**config.mk**
```make
export PLATFORM = sky130hd
export DESIGN_NAME = ofr_mul
export DESIGN_NICKNAME = d
export VERILOG_FILES = /design/src/design/ofr_pkg.sv /design/src/design/ofr_mul.sv
export SDC_FILE = /design/constraint.sdc
export NUM_CORES = 1
export LEC_CHECK = 0
export ABC_AREA = 1
export BUFFER_PORTS_ARGS = -buffer_cell sky130_fd_sc_hd__buf_2
export CORE_MARGIN = 3
export CORE_UTILIZATION = 50
export CTS_BUF_LIST = sky130_fd_sc_hd__clkbuf_2
export CTS_CLUSTER_SIZE = 25
export DETAILED_ROUTE_END_ITERATION = 8
export PLACE_DENSITY = 0.76
export REMOVE_ABC_BUFFERS = 1
export SYNTH_ARGS = -nofsm -noshare
export SYNTH_HDL_FRONTEND = slang
export SYNTH_SLANG_ARGS = --single-unit
```
**constraint.sdc**
```tcl
create_clock -name clk_i -period 6.7 [get_ports clk_i]
set_clock_uncertainty 0.15 [all_clocks]
set_input_delay 0 -clock clk_i [delete_from_list [all_inputs] [get_ports clk_i]]
set_output_delay 0 -clock clk_i [all_outputs]
set_load 0.01 [all_outputs]
```
**src/design/ofr_pkg.sv**
```systemverilog
package ofr_pkg;

  // flag bits of one base
  localparam logic [3:0] FL_START = 4'b0001;
  localparam logic [3:0] FL_END   = 4'b0010;
  localparam logic [3:0] FL_OCC5  = 4'b0100;
  localparam logic [3:0] FL_OCC3  = 4'b1000;

  // item modes
  localparam logic [1:0] MODE_APPEND = 2'd0;
  localparam logic [1:0] MODE_CUT    = 2'd1;
  localparam logic [1:0] MODE_SCAN   = 2'd2;

  // result status codes
  localparam logic [2:0] ST_OK       = 3'd0;
  localparam logic [2:0] ST_RANGE    = 3'd1;
  localparam logic [2:0] ST_OCCLUDED = 3'd2;
  localparam logic [2:0] ST_FULL     = 3'd3;
  localparam logic [2:0] ST_SCAN_END = 3'd4;

  // configuration register indexes
  localparam logic [2:0] REG_OCC5   = 3'd0;
  localparam logic [2:0] REG_OCC3   = 3'd1;
  localparam logic [2:0] REG_TARGET = 3'd2;
  localparam logic [2:0] REG_MIN    = 3'd3;
  localparam logic [2:0] REG_MAX    = 3'd4;

  // fixed constants
  localparam int unsigned MIN_TRANSCRIPT = 20;
  localparam int unsigned BIN_CLAMP      = 10000;
  localparam int unsigned BIN_RECIP      = 52429; // ceil(2^19 / 10)
  localparam int unsigned BIN_SHIFT      = 19;
  localparam int unsigned LEN_W          = 17;
  localparam int unsigned BIN_W          = 10;
  localparam int unsigned CLAMP_W        = 14;
  localparam int unsigned MUL_B_W        = 18;

  typedef struct packed {
    logic [1:0]  mode;
    logic [16:0] transcript_len;
    logic [10:0] copies;
    logic [15:0] site_offset;
  } in_item_t;

  typedef struct packed {
    logic [2:0]  status;
    logic [16:0] total_bases;
    logic [16:0] fragment_count;
    logic        target_reached;
    logic [16:0] fragment_len;
    logic [1:0]  length_class;
    logic [9:0]  bin_index;
  } out_item_t;

endpackage

```
**src/design/ofr_mul.sv**
```systemverilog
module ofr_mul import ofr_pkg::*; #(
  parameter int unsigned AW = 17
) (
  input  logic                  clk_i,
  input  logic [AW-1:0]         a_i,
  input  logic [MUL_B_W-1:0]    b_i,
  output logic [AW+MUL_B_W-1:0] prod_o
);

  // shared registered multiplier
  always_ff @(posedge clk_i) begin
    prod_o <= (AW+MUL_B_W)'(a_i) * (AW+MUL_B_W)'(b_i);
  end

endmodule

```
==> metrics.txt, run 1 <==
GRT Util Overall ~23%; total number of vias between 9,000 and 10,000; diode count 0; # DRC 0; post-synthesis register bit count 35; chip width between 150 and 200 um; Final ANT Viol Nets 0; P&R area growth vs syn 4.89%; CTS H-tree lvls 2; slew margin rel. around two thirds; top-level I/O count 71; Yosys cell types 22; CTS Buf Count 5; Final Slew Violations 0; Final #Nets ~2,000; Async SR Flop Fraction 0%; vias in the first global route a little under 10,000; hold-fix buffers at CTS 2; Cells after Synth 1,608; number of synthesized flops with an enable pin 0; gr ovfl total 0; antenna violations before repair 0; share of the synthesized area in the top cell type 41.0%; achievable frequency 0.204 GHz; mapped cell area roughly 12,000 um2; post-synthesis sequential area ratio ~6.0%; min Tclk post-route around 5 ns; leading area contributor after synthesis fa_1; CP Class input pin to flop; hold_ws 0.126 ns; Detailed Route Iter0 Violations between 500 and 600; die height between 150 and 200 um; Crit. End Element flop; Setup Buffers After CTS 0; largest net degree at the start of global routing 19; post-DP HPWL between 20 and 25 mm; drt wl/cell around 14 um; initial core utilization between 50% and 60%; Post-synth top cells 516 x nand2_1, 511 x inv_1, 239 x fa_1; via/cell ratio 4.82; dpl cells just under 2,000; first-pass GRT wire length about 48 mm; final wirelength around 28 mm; Clock transition at path regs 0.19 ns; Max Fanout on Critical Path 17; period utilization around three quarters; Largest regs prod_o x35; worst hold path class input pin to flop; CTS sink count 35; CP required approximately 6.9 ns; setup TNS 0 ns; worst hold stages 4; FP Rows 55; max FFs per register 35; outcome complete, no violations; Reg with most FFs prod_o; Synthesis Warnings 0; transition time of the tightest slew-check pin roughly 0.48 ns; dominant synthesized flop cell dfxtp_1; Pre-antenna DRT Iters 6; CTS tree done; core area ~23,000 um2; arrival time of the worst setup path just over 5 ns; synthesized area per cell roughly 7.3 um2; synth top area cells fa_1 41%, nand2_1 17%, inv_1 16%; layout cells sized above 1 5.56%; Hold Vio Cnt, Final 0; I/O Buffers 70; GPL Wtd Cong 0.940; final core occ 53.7%; Post-CTS Resized 0; CTS root buf clkbuf_2; Die Footprint between 20,000 and 30,000 um2; max capacitance violation total 0; most common cell in the netlist nand2_1; critical path capture point prod_o[30]; Final Non-Filler Cells around 1,900; final setup violation count 0; RSZ-0062 raised after global routing no; Fill cells approximately 2,200; CTS Buffer Depth 2; CP Launch Point b_i[10]; CP startpoint kind input pin
==> worst min path at each step <==
| stage | startpoint | endpoint | slack (ns) |
|---|---|---|---|
| global placement | prod_o[15] | prod_o[15] | 0.24 |
| finish | a_i[1] | prod_o[1] | 0.13 |
| CTS | a_i[1] | prod_o[1] | 0.1 |
| floorplan | a_i[0] | prod_o[0] | -0.06 |
| global route | a_i[1] | prod_o[1] | 0.11 |
| detailed placement | prod_o[15] | prod_o[15] | 0.24 |
==> layout by cell type (no fill, tap or decap), types with 3 or more instances in the layout <==
master    Yosys  layout
nand2_1     516     516
fa_1        239     239
nand2_2       6       6
clkbuf_2      0       5
inv_1       511     511
a21oi_1      21      21
ha_1        109     109
nor3_1        3       3
xnor2_1       3       3
dfxtp_1      35      35
nand4_1       5       5
nand3_2       3       3
buf_2         0      70
xor2_1       14      14
nand3_1      26      26
nor2_1       39      39
==> area by class of cell <==
class	count	area, um2	share of cell area (%)
sequential	35	701	5.72
inverter	511	1920	15.7
tap	313	392	3.20
multi-input combinational	992	8790	71.8
clock buffer	5	25.0	0.204
timing repair buffer	72	370	3.03
clock inverter	3	46.3	0.378
==> logic make-up (layout without fill, tap and decap cells) <==
group                      Yosys count  count (layout)  synth area share, %
buffers and inverters              581             591                 18.7
adders and majority gates          348             348                 52.7
AOI/OAI and AO/OA                   26              26                 1.23
DFF                                 35              35                 6.00
xor gates and xnor gates            17              17                 1.28
and+or+nand+nor                    601             601                 20.1
==> routing by layer <==
metal | routed length (um) | share of wire (%) | GRT usage (%) | vias up
met2 | 14000 | 51 | 40.9 | 299
met1 | 11600 | 42 | 30.4 | 4515
li1 | - | - | - | 4447
met5 | 0 | 0 | 0 | -
met4 | 446 | 1.6 | 4.14 | 0
met3 | 1560 | 5.7 | 2.22 | 42
==> metrics by stage <==
stage	cell area [um2]	setup WS, ns
after CTS	12200	1.85
after global routing	12200	1.58
after floorplan	11400	2.22
final	12200	1.80
after detailed placement	12100	1.34
after global placement	12100	1.40
==> worst max-delay path, cell delays in order <==
cell	delay (ns)
buf_2	0.37
nand2_1	0.15
fa_1	0.53
fa_1	0.59
fa_1	0.46
fa_1	0.56
inv_1	0.05
fa_1	0.48
inv_1	0.05
fa_1	0.49
inv_1	0.05
ha_1	0.34
nand2_1	0.15
inv_1	0.05
nand2_1	0.06
nand2_1	0.06
inv_1	0.06
nand3_1	0.19
nand2_1	0.14
nand3_1	0.07
nand2_1	0.06
nand2_1	0.06
Power of run 1 is not shown: default switching activity piles up to over one toggle a cycle in this logic, so the estimate is an artifact.
==> inputs of run 2 (changes only) <==
ABC_AREA = 0   (was 1)
PLACE_DENSITY = 0.78   (was 0.76)
clock period = 4.5 ns   (was 6.7 ns; I/O delays follow)
==> metrics.txt, run 2 <==
outcome finished with violations; failing checks negative setup slack; # DRC 0; achievable frequency 0.203 GHz; Max Fanout on Critical Path 7; min Tclk post-route 4.93 ns; total number of vias 9,050; arrival time of the worst setup path a little over 5 ns; Crit. End Element flop; die height 153 um; hold_ws 0.0430 ns; Reg with most FFs prod_o; P&R area growth vs syn 26.2%; vias in the first global route 9,869; Final Non-Filler Cells ~1,700; Die Footprint roughly 23,000 um2; core area 21,200 um2; Worst Hold Launch a_i[1]; GRT Util Overall around a quarter; I/O Buffers 70; drt wl/cell around 16 um; dpl cells about 1,700; final setup violation count 19; slew margin rel. 72.5%; initial core utilization about half; Clock transition at path regs 0.23 ns; most common cell in the netlist inv_1; Async SR Flop Fraction 0%; post-DP HPWL 22.8 mm; Yosys cell types 43; number of synthesized flops with an enable pin 0; GPL Wtd Cong between 0.9 and 1; leading area contributor after synthesis fa_1; CTS Buffer Depth 2; Detailed Route Iter0 Violations about 480; Setup WS post-layout -0.430 ns; post-synthesis sequential area ratio 6.48%; FP Rows 53; synthesized area per cell 8.85 um2; Final ANT Viol Nets 0; worst hold stages 3; diode count 0; worst hold path class input pin to flop; chip width roughly 150 um; CTS H-tree lvls 2; transition time of the tightest slew-check pin between 0.4 and 0.5 ns; mapped cell area 10,800 um2; top-level I/O count around 70; Hold EP prod_o[1]; CTS root buf clkbuf_2; synth top area cells fa_1 44%, ha_1 13%, inv_1 9.9%; Hold Vio Cnt, Final 0; CP startpoint kind input pin; share of the synthesized area in the top cell type between 40 and 50%; placed inst area roughly 13,000 um2; Cells after Synth around 1,200; antenna violations before repair 0; post-synthesis register bit count 35; RSZ-0062 raised after global routing yes; setup TNS -5.49 ns; Post-synth top cells 285 x inv_1, 239 x fa_1, 206 x nand2_1; CTS sink count 35; first-pass GRT wire length around 46 mm; CTS tree done; commonest non-fill, non-tap cells in the layout 277 x inv_1, 233 x fa_1, 196 x nand2_1; Synthesis Warnings 0; CP required roughly 4.7 ns; Final Slew Violations 0; gr ovfl total 0; Largest regs prod_o x35; layout cells sized above 1 around a quarter; Design Area, Final ~14,000 um2; Fill cells roughly 1,500; period utilization 110%; max FFs per register 35; CTS Buf Count 5; final wirelength ~28 mm; most common cell after layout, fill and taps aside inv_1; via/cell ratio around 5.3; Pre-antenna DRT Iters 5; max capacitance violation total 0; dominant synthesized flop cell dfxtp_1; Final #Nets about 1,800; largest net degree at the start of global routing 16; CP Class input pin to flop
-- run 2: cell count changes after synthesis, sizes merged, moves of 7 or more --
cell | before | now
o21ai | 1 | 18
nor2 | 41 | 10
and2 | 1 | 132
inv | 511 | 285
a31oi | 0 | 7
nand3 | 29 | 12
a21oi | 21 | 31
nand2 | 522 | 206
clkbuf | 67 | 49
xnor2 | 3 | 19
-- run 2: what timing repair did --
| item | 4_1_cts | 5_1_grt |
|---|---|---|
| hold buffers | 3 | 0 |
| endpoints found under the setup margin | 20 | 21 |
| hold endpoints to repair | 2 | 0 |
| pin swaps | 52 | 31 |
| gates resized for setup | 167 | 27 |
| cloned | 0 | 0 |
| setup buffers | 15 | 5 |
-- run 2: per-layer routing --
metal  vias up  part of all wire, %  GRT usage, %
li1       4047                    -             -
met4         0                  3.0          5.98
met3        86                  4.9          3.14
met1      4612                   38          29.0
met2       305                   54          44.4
met5         -                    0             0
-- run 2: through the flow --
stage	setup WS (ns)	util [%]
floorplan	-0.652	-
global placement	-1.02	59.3
detailed placement	-1.08	59.3
CTS	-0.306	63.8
global route	-0.541	64.5
finish	-0.430	64.5
-- run 2: worst max path at each step --
stage            from         end  slack [ns]  cells past startpoint
2_1_floorplan  b_i[7]  prod_o[31]       -0.65                     19
3_3_place_gp   a_i[5]  prod_o[31]       -1.02                     20
3_5_place_dp   a_i[2]  prod_o[30]       -1.08                     19
4_1_cts        b_i[8]  prod_o[30]       -0.31                     21
5_1_grt        b_i[6]  prod_o[26]       -0.54                     22
6_report       b_i[7]  prod_o[26]       -0.43                     23
-- run 2: layout make-up --
class	count	area [um2]	share of cell area, %
clock inverter	3	42.5	0.312
inverter	285	1070	7.84
sequential	35	701	5.13
clock buffer	5	25.0	0.183
timing repair buffer	255	2060	15.1
tap	275	344	2.52
multi-input combinational	851	9410	68.9
-- run 2: cells by family (layout without fill, tap and decap cells) --
family	count (synthesis)	in the layout	synth area share, %
compound gates	90	90	5.37
fa+ha+maj	348	348	56.8
simple gates	383	383	17.0
buf+inv	337	548	11.8
flops	35	35	6.48
xor+xnor	30	30	2.43
-- run 2: worst max-delay path, cell delays in order --
cell and delay, ns:
buf_6 0.09, buf_6 0.11, buf_6 0.13, nand2_1 0.08
fa_1 0.48, inv_1 0.05, fa_1 0.52, fa_1 0.46
fa_1 0.53, fa_1 0.49, inv_1 0.05, fa_1 0.49
inv_2 0.05, ha_4 0.23, buf_6 0.14, nand2_1 0.10
o21ai_1 0.11, a41o_1 0.23, a41oi_2 0.27, nand3_4 0.16
buf_6 0.16, a21oi_2 0.12, a31oi_1 0.05
Power of run 2 is left out for the same reason.
==> inputs of run 3 (changes only) <==
--- a/config.mk
+++ b/config.mk
@@ -9,4 +9,6 @@
 export BUFFER_PORTS_ARGS = -buffer_cell sky130_fd_sc_hd__buf_2
+export CELL_PAD_IN_SITES_DETAIL_PLACEMENT = 1
+export CELL_PAD_IN_SITES_GLOBAL_PLACEMENT = 2
 export CORE_MARGIN = 3
-export CORE_UTILIZATION = 50
+export CORE_UTILIZATION = 36
 export CTS_BUF_LIST = sky130_fd_sc_hd__clkbuf_2
@@ -14,3 +16,3 @@
 export DETAILED_ROUTE_END_ITERATION = 8
-export PLACE_DENSITY = 0.78
+export PLACE_DENSITY = 0.87
 export REMOVE_ABC_BUFFERS = 1
==> constraint.sdc (replaced) <==
create_clock -name clk_i -period 4.5 [get_ports clk_i]
set_clock_uncertainty 0.15 [all_clocks]
set_input_delay 0.9 -clock clk_i [delete_from_list [all_inputs] [get_ports clk_i]]
set_output_delay 0.9 -clock clk_i [all_outputs]
set_load 0.01 [all_outputs]
==> metrics.txt, run 3 (same netlist as run 2, synthesis figures left out) <==
final wirelength about 40 mm; slowest stage delay, CP 0.57 ns; post-DP HPWL ~28 mm; failing checks negative setup slack; drt wl/cell approximately 22 um; CTS tree done; CP required 4.75 ns; period utilization 135%; Setup WS post-layout -1.57 ns; kind of cell adding the most delay to the critical path adder cells; Hold EP prod_o[0]; total number of vias roughly 9,500; chip width between 150 and 200 um; Detailed Route Iter0 Violations slightly above 500; largest net degree at the start of global routing 14; setup TNS -32.16 ns; CP startpoint kind input pin; slew margin rel. approximately 74%; Buffers & Inverters on Critical Path 8; max capacitance violation total 0; CTS root buf clkbuf_2; gr ovfl total 0; final setup violation count 27; initial core utilization between 30% and 40%; commonest non-fill, non-tap cells in the layout 263 x inv_1, 228 x fa_1, 190 x nand2_1; achievable frequency 0.165 GHz; FP Rows 62; Crit. End Element flop; Fill cells ~3,300; CP Class input pin to flop; Final #Nets ~1,800; most common cell after layout, fill and taps aside inv_1; vias in the first global route roughly 11,000; final core occ roughly half; worst hold path class input pin to flop; Final Non-Filler Cells 1,847; layout cells sized above 1 a little under a third; GPL Wtd Cong 0.878; transition time of the tightest slew-check pin about 0.39 ns; Final Slew Violations 0; via/cell ratio between 5 and 6; first-pass GRT wire length between 50 and 60 mm; CTS H-tree lvls 2; die height between 150 and 200 um; Crit path top cell by count fa_1; top-level I/O count between 70 and 80; I/O Buffers 70; Hold Vio Cnt, Final 0; crit-path cells buf_12 > buf_6 > buf_6 > and2_4 > fa_1 > inv_2 > fa_1 > fa_1 > inv_1 > fa_1 > fa_1 > inv_1 > fa_1 > inv_2 > ha_4 > a21oi_4 > and3_1 > a211oi_4 > o31ai_4 > a31oi_4 > buf_4 > xor2_1; Pre-antenna DRT Iters 4; max FFs per register 35; RSZ-0062 raised after global routing yes; Die Footprint between 30,000 and 40,000 um2; CTS Buf Count 5; worst hold stages 3; GRT Util Overall between 20% and 30%; Worst Hold Launch a_i[0]; Clock transition at path regs about 0.27 ns; hold-fix buffers at CTS 0; # DRC 0; Reg with most FFs prod_o; min Tclk post-route between 6 and 7 ns; core area a little under 30,000 um2; antenna violations before repair 2; critical path's slowest cell fa_1; CTS Buffer Depth 2; Largest regs prod_o x35; CTS sink count 35; P&R area growth vs syn 32.9%; Final ANT Viol Nets 0; outcome finished with violations; dpl cells roughly 1,800; Max Fanout on Critical Path 6; arrival time of the worst setup path ~6.3 ns
[run 3: cell count changes in the layout (fill, tap and decap cells not counted), moves of 6 or more]
| cell | delta |
|---|---|
| inv_2 | +14 |
| inv_1 | -14 |
| nand2_1 | -6 |
| buf_6 | +16 |
| ha_1 | -6 |
| buf_4 | +9 |
[run 3: metrics by stage]
stage	instance area, um2	setup WS [ns]	hold slack (ns)
floorplan	10600	-1.55	0.872
global placement	12800	-2.08	1.14
detailed placement	12800	-2.18	1.14
CTS	13800	-1.32	0.834
global route	14400	-1.58	0.829
finish	14400	-1.57	0.836
[run 3: what timing repair did]
action                                 CTS  global route
buffers inserted                        22            18
resized for setup                      165           132
pin swaps                               84            80
setup endpoints to repair               27            27
endpoints found under the hold margin    0             0
[run 3: how the worst max path moves through the flow]
stage	cells past startpoint	slack, ns	start	end
final	22	-1.57	a_i[7]	prod_o[27]
after global routing	20	-1.58	b_i[9]	prod_o[31]
after CTS	21	-1.32	a_i[7]	prod_o[19]
after detailed placement	19	-2.18	b_i[10]	prod_o[31]
after global placement	19	-2.08	b_i[10]	prod_o[31]
after floorplan	19	-1.55	b_i[7]	prod_o[31]
[run 3: layout make-up]
class | count | area [um2] | share of cell area, %
tap | 384 | 480 | 3.34
clock buffer | 5 | 25.0 | 0.174
multi-input combinational | 851 | 9720 | 67.6
clock inverter | 3 | 47.5 | 0.331
antenna | 1 | 2.50 | 0.0174
sequential | 35 | 701 | 4.87
timing repair buffer | 283 | 2330 | 16.2
inverter | 285 | 1070 | 7.44
[run 3: routing by layer]
metal  up-vias  share of wire [%]  routed length (um)  track usage [%]
li1       4098                  -                   -                -
met1      4932                 39               15600             27.8
met2       322                 54               21700             43.2
met3       111                4.2                1700             2.74
met4         0                3.3                1340             5.12
met5         -                  0                   0                0
Power of run 3 is left out for the same reason.
